==> config.mk <==
export PLATFORM = sky130hd
export DESIGN_NAME = multichannel_running_median5_unit
export DESIGN_NICKNAME = d
export VERILOG_FILES = /design/src/rtl/rmed_pkg.sv /design/src/rtl/rmed_ram.sv /design/src/rtl/rmed_hist.sv /design/src/rtl/rmed_sort.sv /design/src/rtl/multichannel_running_median5_unit.sv
export SDC_FILE = /design/constraint.sdc
export NUM_CORES = 2
export LEC_CHECK = 0
export BUFFER_PORTS_ARGS = -buffer_cell sky130_fd_sc_hd__buf_2
export CELL_PAD_IN_SITES_DETAIL_PLACEMENT = 0
export CELL_PAD_IN_SITES_GLOBAL_PLACEMENT = 2
export CORE_MARGIN = 5
export CORE_UTILIZATION = 49
export CTS_BUF_LIST = sky130_fd_sc_hd__clkbuf_4 sky130_fd_sc_hd__clkbuf_8 sky130_fd_sc_hd__clkbuf_16
export DETAILED_ROUTE_END_ITERATION = 12
export PLACE_DENSITY_LB_ADDON = 0.1
export SYNTH_ARGS = -nofsm -noshare
export SYNTH_HDL_FRONTEND = slang
export SYNTH_SLANG_ARGS = --single-unit
==> constraint.sdc <==
create_clock -name clk_i -period 19.45 [get_ports clk_i]
set_input_delay 2.9175 -clock clk_i [delete_from_list [all_inputs] [get_ports clk_i]]
set_output_delay 2.9175 -clock clk_i [all_outputs]
set_load 0.02 [all_outputs]
==> src/rtl/rmed_pkg.sv <==
// shared types and constants for the multichannel running median filter
`timescale 1ns / 1ps

package rmed_pkg;

  localparam int unsigned WINDOW_DEF      = 5;
  localparam int unsigned CHANNELS_DEF    = 8;
  localparam int unsigned SAMPLE_BITS_DEF = 32;

  localparam int unsigned CH_BITS   = 3;
  localparam int unsigned DATA_BITS = 32;
  localparam int unsigned MASK_BITS = 8;

  typedef struct packed {
    logic                valid;
    logic                in_range;
    logic [CH_BITS-1:0]  ch;
  } item_ctrl_t;

endpackage

==> src/rtl/rmed_ram.sv <==
// generic single-clock ram, one write port, one registered read port
`timescale 1ns / 1ps

module rmed_ram #(
  parameter int unsigned WIDTH = 32,
  parameter int unsigned DEPTH = 8,
  localparam int unsigned AW = (DEPTH > 1) ? $clog2(DEPTH) : 1
) (
  input  logic             clk_i,
  input  logic             we_i,
  input  logic [AW-1:0]    waddr_i,
  input  logic [WIDTH-1:0] wdata_i,
  input  logic             re_i,
  input  logic [AW-1:0]    raddr_i,
  output logic [WIDTH-1:0] rdata_o
);

  logic [WIDTH-1:0] mem [DEPTH];
  logic [WIDTH-1:0] rdata_q;

  always_ff @(posedge clk_i) begin
    if (we_i) begin
      mem[waddr_i] <= wdata_i;
    end
    if (re_i) begin
      rdata_q <= mem[raddr_i];
    end
  end

  assign rdata_o = rdata_q;

endmodule

==> src/rtl/rmed_hist.sv <==
// per-channel sample history: ram read, forwarding, window shift and write-back
`timescale 1ns / 1ps

module rmed_hist #(
  parameter int unsigned WINDOW      = rmed_pkg::WINDOW_DEF,
  parameter int unsigned CHANNELS    = rmed_pkg::CHANNELS_DEF,
  parameter int unsigned SAMPLE_BITS = rmed_pkg::SAMPLE_BITS_DEF
) (
  input  logic                                  clk_i,
  input  logic                                  rst_ni,
  input  logic                                  adv_i,
  input  logic                                  in_valid_i,
  input  logic [rmed_pkg::CH_BITS-1:0]          in_ch_i,
  input  logic [SAMPLE_BITS-1:0]                in_sample_i,
  output rmed_pkg::item_ctrl_t                  out_ctrl_o,
  output logic [WINDOW-1:0][SAMPLE_BITS-1:0]    out_vals_o
);

  import rmed_pkg::*;

  localparam int unsigned HIST     = WINDOW - 1;
  localparam int unsigned AW       = (CHANNELS > 1) ? $clog2(CHANNELS) : 1;
  localparam int unsigned SLOTS    = 1 << AW;
  localparam int unsigned ROW_BITS = HIST * SAMPLE_BITS;

  typedef logic [HIST-1:0][SAMPLE_BITS-1:0] row_t;

  item_ctrl_t                          s1_ctrl_q, s1_ctrl_d;
  logic [SAMPLE_BITS-1:0]              s1_sample_q;
  logic [AW-1:0]                       rd_addr, s1_addr;
  logic [ROW_BITS-1:0]                 rd_data;
  row_t                                rd_row, old_row, new_row;
  logic                                we;
  logic                                fwd_valid_q;
  logic [AW-1:0]                       fwd_addr_q;
  row_t                                fwd_row_q;
  logic [SLOTS-1:0]                    valid_q;
  item_ctrl_t                          s2_ctrl_q;
  logic [WINDOW-1:0][SAMPLE_BITS-1:0]  s2_vals_q, s2_vals_d;

  assign rd_addr = AW'(in_ch_i);
  assign s1_addr = AW'(s1_ctrl_q.ch);
  assign rd_row  = rd_data;

  always_comb begin
    s1_ctrl_d.valid    = in_valid_i;
    s1_ctrl_d.in_range = int'(in_ch_i) < CHANNELS;
    s1_ctrl_d.ch       = in_ch_i;
  end

  rmed_ram #(
    .WIDTH (ROW_BITS),
    .DEPTH (CHANNELS)
  ) u_ram (
    .clk_i   (clk_i),
    .we_i    (we),
    .waddr_i (s1_addr),
    .wdata_i (new_row),
    .re_i    (adv_i && in_valid_i),
    .raddr_i (rd_addr),
    .rdata_o (rd_data)
  );

  // newest copy of the channel window: last write, stored row, or reset zeros
  always_comb begin
    old_row = '0;
    if (s1_ctrl_q.in_range) begin
      if (fwd_valid_q && (fwd_addr_q == s1_addr)) begin
        old_row = fwd_row_q;
      end else if (valid_q[s1_addr]) begin
        old_row = rd_row;
      end
    end
  end

  always_comb begin
    for (int i = 0; i < HIST - 1; i++) begin
      new_row[i] = old_row[i+1];
    end
    new_row[HIST-1] = s1_sample_q;
    for (int i = 0; i < HIST; i++) begin
      s2_vals_d[i] = old_row[i];
    end
    s2_vals_d[HIST] = s1_sample_q;
  end

  assign we = adv_i && s1_ctrl_q.valid && s1_ctrl_q.in_range;

  always_ff @(posedge clk_i or negedge rst_ni) begin
    if (!rst_ni) begin
      s1_ctrl_q   <= '0;
      s2_ctrl_q   <= '0;
      fwd_valid_q <= 1'b0;
      fwd_addr_q  <= '0;
      valid_q     <= '0;
    end else begin
      if (adv_i) begin
        s1_ctrl_q <= s1_ctrl_d;
        s2_ctrl_q <= s1_ctrl_q;
      end
      if (we) begin
        fwd_valid_q      <= 1'b1;
        fwd_addr_q       <= s1_addr;
        valid_q[s1_addr] <= 1'b1;
      end
    end
  end

  always_ff @(posedge clk_i) begin
    if (adv_i) begin
      s1_sample_q <= in_sample_i;
      s2_vals_q   <= s2_vals_d;
    end
    if (we) begin
      fwd_row_q <= new_row;
    end
  end

  assign out_ctrl_o = s2_ctrl_q;
  assign out_vals_o = s2_vals_q;

  // a channel once written never falls back to its reset window
  a_valid_sticky: assert property (@(posedge clk_i) disable iff (!rst_ni)
    (valid_q & $past(valid_q)) == $past(valid_q))
    else $error("history valid bit cleared");

  // the forward register tracks the last written channel
  a_fwd_tracks: assert property (@(posedge clk_i) disable iff (!rst_ni)
    we |=> fwd_valid_q && (fwd_addr_q == $past(s1_addr)) && valid_q[fwd_addr_q])
    else $error("forward register lost last write");

endmodule

==> src/rtl/rmed_sort.sv <==
// rank-based median selection: pairwise compare stage, then rank and pick stage
`timescale 1ns / 1ps

module rmed_sort #(
  parameter int unsigned WINDOW      = rmed_pkg::WINDOW_DEF,
  parameter int unsigned SAMPLE_BITS = rmed_pkg::SAMPLE_BITS_DEF
) (
  input  logic                                clk_i,
  input  logic                                rst_ni,
  input  logic                                adv_i,
  input  rmed_pkg::item_ctrl_t                in_ctrl_i,
  input  logic [WINDOW-1:0][SAMPLE_BITS-1:0]  in_vals_i,
  output rmed_pkg::item_ctrl_t                out_ctrl_o,
  output logic [SAMPLE_BITS-1:0]              lo_o,
  output logic [SAMPLE_BITS-1:0]              hi_o
);

  import rmed_pkg::*;

  localparam int MID_LO = (WINDOW - 1) / 2;
  localparam int MID_HI = WINDOW / 2;

  item_ctrl_t                          s3_ctrl_q, s4_ctrl_q;
  logic [WINDOW-1:0][SAMPLE_BITS-1:0]  s3_vals_q;
  logic [WINDOW-1:0][WINDOW-1:0]       before_q, before_d;
  logic [WINDOW-1:0]                   sel_lo, sel_hi;
  logic [SAMPLE_BITS-1:0]              lo_d, hi_d, lo_q, hi_q;

  // before[i][j]: sample j sorts ahead of sample i, ties broken by position
  always_comb begin
    for (int i = 0; i < WINDOW; i++) begin
      for (int j = 0; j < WINDOW; j++) begin
        if (j < i) begin
          before_d[i][j] = $signed(in_vals_i[j]) <= $signed(in_vals_i[i]);
        end else if (j > i) begin
          before_d[i][j] = $signed(in_vals_i[j]) < $signed(in_vals_i[i]);
        end else begin
          before_d[i][j] = 1'b0;
        end
      end
    end
  end

  always_comb begin
    lo_d = '0;
    hi_d = '0;
    for (int i = 0; i < WINDOW; i++) begin
      sel_lo[i] = $countones(before_q[i]) == MID_LO;
      sel_hi[i] = $countones(before_q[i]) == MID_HI;
      if (sel_lo[i]) begin
        lo_d = s3_vals_q[i];
      end
      if (sel_hi[i]) begin
        hi_d = s3_vals_q[i];
      end
    end
  end

  always_ff @(posedge clk_i or negedge rst_ni) begin
    if (!rst_ni) begin
      s3_ctrl_q <= '0;
      s4_ctrl_q <= '0;
    end else if (adv_i) begin
      s3_ctrl_q <= in_ctrl_i;
      s4_ctrl_q <= s3_ctrl_q;
    end
  end

  always_ff @(posedge clk_i) begin
    if (adv_i) begin
      s3_vals_q <= in_vals_i;
      before_q  <= before_d;
      lo_q      <= lo_d;
      hi_q      <= hi_d;
    end
  end

  assign out_ctrl_o = s4_ctrl_q;
  assign lo_o       = lo_q;
  assign hi_o       = hi_q;

  // ranks form a permutation, so each middle rank is held by exactly one sample
  a_rank_unique: assert property (@(posedge clk_i) disable iff (!rst_ni)
    s3_ctrl_q.valid |-> $onehot(sel_lo) && $onehot(sel_hi))
    else $error("median rank not unique");

  a_mid_order: assert property (@(posedge clk_i) disable iff (!rst_ni)
    s4_ctrl_q.valid |-> $signed(lo_q) <= $signed(hi_q))
    else $error("middle values out of order");

endmodule

==> src/rtl/multichannel_running_median5_unit.sv <==
// top level of the multichannel running median filter
`timescale 1ns / 1ps

// Running median over the last WINDOW samples of each of CHANNELS channels.
// Input transaction: s_axis_tuser carries the channel, s_axis_tdata the
// signed sample (low SAMPLE_BITS bits used). Output transaction: m_axis_tuser
// echoes the channel, m_axis_tdata the signed median, sign-extended.
// cfg_we_i/cfg_wdata_i write the clamp mask: bit c forces a negative median
// on channel c to zero. Write it only while no transaction is in flight.
// Pipeline: history read, window build, pairwise compare, rank and pick, then
// the output register. Throughput: one transaction per cycle when not stalled,
// any channel order, including the same channel back to back; the history row
// written by one item is forwarded to the next, so the history ram sets no limit.
// Stall: the whole pipe holds while the output register is full and
// m_axis_tready is low; s_axis_tready follows from that.
// Reset: all channel windows read as zero until first written (one valid
// bit per channel), the mask clears, no result is pending. No clearing pass.
// Channels at or above CHANNELS leave the history alone and return zero.
module multichannel_running_median5_unit #(
  parameter int unsigned WINDOW      = rmed_pkg::WINDOW_DEF,
  parameter int unsigned CHANNELS    = rmed_pkg::CHANNELS_DEF,
  parameter int unsigned SAMPLE_BITS = rmed_pkg::SAMPLE_BITS_DEF
) (
  input  logic                              clk_i,
  input  logic                              rst_ni,
  input  logic                              cfg_we_i,
  input  logic [rmed_pkg::MASK_BITS-1:0]    cfg_wdata_i,
  input  logic                              s_axis_tvalid,
  output logic                              s_axis_tready,
  input  logic [rmed_pkg::DATA_BITS-1:0]    s_axis_tdata,  // [31:0] sample
  input  logic [rmed_pkg::CH_BITS-1:0]      s_axis_tuser,  // [2:0] channel
  output logic                              m_axis_tvalid,
  input  logic                              m_axis_tready,
  output logic [rmed_pkg::DATA_BITS-1:0]    m_axis_tdata,  // [31:0] median
  output logic [rmed_pkg::CH_BITS-1:0]      m_axis_tuser   // [2:0] out_channel
);

  import rmed_pkg::*;

  logic                                adv;
  logic [MASK_BITS-1:0]                clamp_mask_q;
  item_ctrl_t                          s2_ctrl, s4_ctrl;
  logic [WINDOW-1:0][SAMPLE_BITS-1:0]  s2_vals;
  logic [SAMPLE_BITS-1:0]              lo, hi;
  logic [SAMPLE_BITS:0]                sum, adj;
  logic [SAMPLE_BITS-1:0]              half;
  logic signed [DATA_BITS-1:0]         med_full;
  logic [DATA_BITS-1:0]                out_med_d, out_med_q;
  logic [CH_BITS-1:0]                  out_ch_q;
  logic                                out_valid_q;

  assign adv           = !out_valid_q || m_axis_tready;
  assign s_axis_tready = adv;

  always_ff @(posedge clk_i or negedge rst_ni) begin
    if (!rst_ni) begin
      clamp_mask_q <= '0;
    end else if (cfg_we_i) begin
      clamp_mask_q <= cfg_wdata_i;
    end
  end

  rmed_hist #(
    .WINDOW      (WINDOW),
    .CHANNELS    (CHANNELS),
    .SAMPLE_BITS (SAMPLE_BITS)
  ) u_hist (
    .clk_i       (clk_i),
    .rst_ni      (rst_ni),
    .adv_i       (adv),
    .in_valid_i  (s_axis_tvalid),
    .in_ch_i     (s_axis_tuser),
    .in_sample_i (s_axis_tdata[SAMPLE_BITS-1:0]),
    .out_ctrl_o  (s2_ctrl),
    .out_vals_o  (s2_vals)
  );

  rmed_sort #(
    .WINDOW      (WINDOW),
    .SAMPLE_BITS (SAMPLE_BITS)
  ) u_sort (
    .clk_i      (clk_i),
    .rst_ni     (rst_ni),
    .adv_i      (adv),
    .in_ctrl_i  (s2_ctrl),
    .in_vals_i  (s2_vals),
    .out_ctrl_o (s4_ctrl),
    .lo_o       (lo),
    .hi_o       (hi)
  );

  // mean of the two middle values, truncated toward zero
  always_comb begin
    sum      = {lo[SAMPLE_BITS-1], lo} + {hi[SAMPLE_BITS-1], hi};
    adj      = sum + {{SAMPLE_BITS{1'b0}}, sum[SAMPLE_BITS]};
    half     = adj[SAMPLE_BITS:1];
    med_full = DATA_BITS'($signed(half));
    out_med_d = med_full;
    if (!s4_ctrl.in_range) begin
      out_med_d = '0;
    end else if (med_full[DATA_BITS-1] && clamp_mask_q[s4_ctrl.ch]) begin
      out_med_d = '0;
    end
  end

  always_ff @(posedge clk_i or negedge rst_ni) begin
    if (!rst_ni) begin
      out_valid_q <= 1'b0;
    end else if (adv) begin
      out_valid_q <= s4_ctrl.valid;
    end
  end

  always_ff @(posedge clk_i) begin
    if (adv) begin
      out_ch_q  <= s4_ctrl.ch;
      out_med_q <= out_med_d;
    end
  end

  assign m_axis_tvalid = out_valid_q;
  assign m_axis_tdata  = out_med_q;
  assign m_axis_tuser  = out_ch_q;

  a_unused_channel_zero: assert property (@(posedge clk_i) disable iff (!rst_ni)
    out_valid_q && (int'(out_ch_q) >= CHANNELS) |-> out_med_q == '0)
    else $error("unused channel gave a non-zero median");

endmodule

Word-level counts from Yosys, hierarchy flattened
Memory sizes are Yosys's and may differ from the RTL's. A register that Yosys moved wholly into a read port is not among the register bits.
Index checks and enable logic that the tools add are counted.

storage, ports and cells
  output and inout bits = 37
  memories = 1
  flip-flop bits (word level) = 608
  bits in writable memories = 1024

cells by class
  bitwise operators = 2
  add/sub/neg operators = 17
  reduce and logical (&&, ||, !) cells = 9
  multiplexer cells = 16
  order comparisons = 23
  equality and inequality tests = 6

memories
  memory            depth  width  rd ports  clocked after Yosys merged registers in  wr ports  line            text
  u_hist.u_ram.mem  8      128    1         1                                        1         rmed_ram.sv:18  logic [WIDTH-1:0] mem [DEPTH];

operator list
  cell                 number
  $mux 128             3
  $le 32x32->1         10
  $lt 32x32->1         10
  $add 32x1->32        6
  $eq 32x3->1 const B  5
  $mux 32              5
  $add 1x32->32        2
  $add 32x32->33       1
  $add 33x1->33        1
  $add 32x32->32       1
  $add 1x1->2          6
  $lt 3x4->1 const B   2
  $or 8x8->8           1
  $bmux 1 s3           2
  $logic_and 1x1->1    6
  $mux 1               5
  $demux 1 s3          1
  $eq 3x3->1           1
  $ge 3x1->1 const B   1
  $reduce_or 2->1      1
  $logic_not 1->1      1
  $logic_or 1x1->1     1
  $not 1->1            1

Logic depth before layout (Yosys ltp)
  depth in word-level cells = 9
  depth in mapped cells = 13
  mapped depth without buffers = 11

By module
Synthesis repeated with hierarchy kept, for this count alone.

second synthesis, totals
  cells, all modules = 4618
  area total of the unflattened synthesis = 78939.5 sq um

modules (own cells, without submodules)
  module                             area each (sq um)  seq. area each (sq um)  times used  cells an instance
  rmed_ram                           42836.1            34593.2                 1           1620
  rmed_sort                          15951.5            6616.3                  1           1484
  rmed_hist                          15700.1            10159.7                 1           1015
  multichannel_running_median5_unit  4451.8             1276.2                  1           499

Worst setup path before layout
OpenSTA, ideal clock, no wires.

  path kind = input -> register
  start point = in m_axis_tready
  end point = reg u_hist.u_ram.rdata_q[0] (netlist: u_hist.u_ram.rdata_o[0]), read port of u_hist.u_ram.mem (enable)
  data arrival time = 19295 ps
  stages = 4
  setup slack = -344 ps
  cells stage by stage = nand2b_1 -> clkbuf_1 -> clkbuf_1 -> and2_1

between the ends
  cells in the longest elaborated chain, start to end = 2

RTL lines
  element                line                                     text
  start, declared        multichannel_running_median5_unit.sv:33  input logic m_axis_tready,
  $logic_or 1x1->1       multichannel_running_median5_unit.sv:52  assign adv = !out_valid_q || m_axis_tready;
  via s_axis_tready      multichannel_running_median5_unit.sv:29  output logic s_axis_tready,
  $logic_and 1x1->1      rmed_hist.sv:59                          .re_i (adv_i && in_valid_i),
  via u_hist.u_ram.re_i  rmed_ram.sv:13                           input logic re_i,
  end, declared          rmed_ram.sv:19                           logic [WIDTH-1:0] rdata_q;

The timed path passes the listed nets, and every way through them passes these cells.
A chain may end at the register's enable or synchronous reset.

Worst setup path after layout
  start point = in m_axis_tready
  end point = mem u_hist.u_ram.mem[3][119] (netlist bit) (enable)

between the ends
  cells in the longest elaborated chain, start to end = 5

RTL lines
  element                          line                                     text
  $logic_or 1x1->1                 multichannel_running_median5_unit.sv:52
  $logic_and 1x1->1 (2 in series)  rmed_hist.sv:87                          assign we = adv_i && s1_ctrl_q.valid && s1_ctrl_q.in_range;
  via u_hist.u_ram.we_i            rmed_ram.sv:10                           input logic we_i,
  $mux 1                           rmed_ram.sv:22                           if (we_i) begin
  $mux 1 (implied by the code)     rmed_ram.sv:23                           mem[waddr_i] <= wdata_i;
  end, declared                    rmed_ram.sv:18

The timed path passes the listed nets, and every way through them passes these cells.

==> qor.yml <==
fp-row-count: 141
p_leak_nw: 28.4
multi_input_area_um2: 19000
grt_max_degree: 134
final_cell_mix: "1,719 x edfxtp_1, 331 x ha_1, 260 x mux4_2, 183 x clkbuf_16, 158 x mux2_2"
via_per_inst: 5.87
outcome: "complete, no violations"
max-cap-violations: 0
clk_latency_ns: 0.81
holdPathStages: 1
critical-path-top-delay-family: "buffers and inverters"
period_share_pct: 35.4
fmax_mhz: 145
cts_root_buffer: "clkbuf_16"
hold_violations: 0
tns_ns: 0
nets: 4401
cp_num_buf_inv: 4
crit_top_cell: "buf_4"
area_growth_syn_to_layout_pct: 12.1
drt-initial-drc-count: 2936
fin_util_pct: 55.2
antenna_found_initial: 10
ctsHtreeMaxLevel: 4
final_cells: 6098
synth_top_area_cell: "edfxtp_1"
path_clk_slew_ns: 0.06
rsz0062_at_grt: "no"
final_max_slew_viol_count: 0
cpPeakStageDelay_ns: 0.86
place_area_um2: 75600
min_from: "u_sort.out_ctrl_o[4]"
ios: 85
die_height_um: 396
path_class: "input pin to flop"
seqCellArea_um2: 52600
worstMarginPinSlew_ns: 1.38
grt.overflow.total: 0
syn_inst: 3841
min_period_ns: 6.88
core_um2: 148000
cts_buffers: 183
grtUsageTotal_pct: 22.1
drc: 0
timing.rr.end: "u_hist.u_ram.mem[4][38]"
worstReg2RegStart: "u_hist.s1_addr[0]"
gp_congestion: 0.797
wl_um: 172000
clock-sinks: 1760
synth_seq_cells: 1760
synth.area.top_cells: "edfxtp_1 71%, mux4_2 8.0%, ha_1 5.7%"
holdPathEnd: "m_axis_tvalid"
antennaDiodeCount: 0
clock_skew_ns: 0.0367
rrSetupSlack_ns: 14.07
cp-start-kind: "input pin"
cts_tree: "yes"
ir_drop_mv: 0.166
syn_avg_cell_area_um2: 19.0
grt_first_pass_wirelength_um: 252000
io_buffers: 84
die_w_um: 396
cts_hold_buffers: 0
min_path_type: "flop to flop"
postCtsSetupBuffers: 0
critical_path.max_fanout: 59
worstPathCellList: "buf_2 -> nand2b_4 -> nand3_1 -> inv_6 -> nand2_1 -> nor2_4 -> buf_4 -> buf_4"
critical_path_arrival_ns: 7.28
ys_types: 53
wl_per_cell_um: 28.2
clockBufferDepth: 3
n_fill_cell: 11343
vias: 35798
critPathSlowestCell: "buf_4"
final_area_um2: 81600
rr_worst_depth: 10
final_layout_size_suffix_gt1_share_pct: 24.9
netlist.area_leader.share_pct: 70.8
p_per_area_nw_per_um2: 175
synth_nets: 4225
endpoint_kind: "flop"
yosys_warnings: 0
ctsResizeCount: 0
finalSetupViolCount: 0
dieArea_um2: 157000
drtAntennaViolNets: 0
worst_ep_required_time_ns: 19.86
placed_cells: 5762
final_common_cell: "edfxtp_1"
grt_pass1_vias: 36249
initial_core_util_pct: 49.3
seq_area_frac_synth_pct: 72.3
slew_headroom_pct: 7.86
syn_area_um2: 72900
hpwl_um: 104000
first_pass_iters: 7
==> kinds of logic (layout without fill, tap and decap cells) <==
kind of cell / after synthesis / after routing / share of synthesized area (%)
flops: 1760 / 1760 / 72.3
compound gates: 512 / 512 / 5.64
simple gates: 488 / 488 / 3.65
mux: 434 / 434 / 10.7
fa+ha+maj: 336 / 336 / 5.82
buf+inv: 305 / 632 / 1.85
xor+xnor: 6 / 6 / 0.0721
==> stage by stage <==
stage / hold slack (ns) / power (mW) / setup WS [ns]
finish: 0.454 / 14.3 / 12.57
global route: 0.476 / 15.1 / 12.35
CTS: 0.460 / 14.4 / 12.50
detailed placement: 0.449 / 10.9 / 11.63
global placement: 0.443 / 10.8 / 11.68
floorplan: 0.426 / 9.27 / 2.58
==> power by group <==
| part | total, mW | leakage (nW) | switching [mW] | internal [mW] |
|---|---|---|---|---|
| registers | 6.44 | 16.8 | 0.654 | 5.79 |
| clock network | 3.52 | 3.04 | 1.45 | 2.07 |
| logic | 4.33 | 8.57 | 2.89 | 1.45 |
==> layout make-up <==
type                            instances  area share [%]
Sequential cell                      1760            64.5
Tap cell                             1930            2.96
Timing Repair Buffer                  141            1.16
Inverter                              155           0.719
Multi-Input combinational cell       1776            23.2
Clock inverter                        114            1.49
Clock buffer                          222            5.97
==> routing by layer <==
metal  GRT usage, %  part of all wire [%]
met5              0                     0
met1           34.2                    47
met2           32.9                    45
met3           4.14                   6.7
met4           4.87                   1.7
==> flip-flops by register name, indices dropped and copies added, names as in the netlist, 3 cells and up <==
register and flops:
clamp_mask_q 8, m_axis_tdata 32, m_axis_tuser 3, u_hist.fwd_addr_q 3, u_hist.fwd_row_q 128, u_hist.out_ctrl_o 5, u_hist.out_vals_o 160, u_hist.s1_addr 3
u_hist.s1_sample_q 32, u_hist.u_ram.mem 1024, u_hist.u_ram.rdata_o 128, u_hist.valid_q 8, u_sort.before_q 20, u_sort.lo_o 32, u_sort.out_ctrl_o 5, u_sort.s3_ctrl_q 5
u_sort.s3_vals_q 160
==> how the worst max path moves through the flow <==
stage | slack (ns) | cells after the start | start | to
after detailed placement | 11.63 | 8 | m_axis_tready | u_hist.u_ram.mem[3][88]
after CTS | 12.50 | 8 | m_axis_tready | u_hist.u_ram.mem[3][119]
after global placement | 11.68 | 8 | m_axis_tready | u_hist.u_ram.mem[3][93]
after floorplan | 2.58 | 5 | m_axis_tready | u_hist.valid_q[0]
after global routing | 12.35 | 8 | m_axis_tready | u_hist.u_ram.mem[3][119]
final | 12.57 | 8 | m_axis_tready | u_hist.u_ram.mem[3][119]
==> cell usage after synthesis, drive strengths merged <==
master and number:
nor3 10, o31ai 3, or3 3, buf 83, a211oi 37, nand3 35
and3b 1, clkbuf 67, o21bai 3, a2111oi 8, inv 155, a21boi 1
a221oi 8, nor2 54, a221o 12, or2 9, mux4 260, and4 11
nor2b 135, a211o 6, nand3b 1, nand2 102, o211ai 10, a21oi 152
nor4b 1, nand2b 7, nor3b 1, xnor2 4, edfxtp 1719, ha 331
nor4 16, mux2 164, o21ai 67, mux2i 10, dfrtp 41, a21o 41
and2 36, a22oi 160, a31oi 4, xor2 2, and3 3, fa 5
nand4 63
No activity file was read; power rests on OpenSTA's default activity.
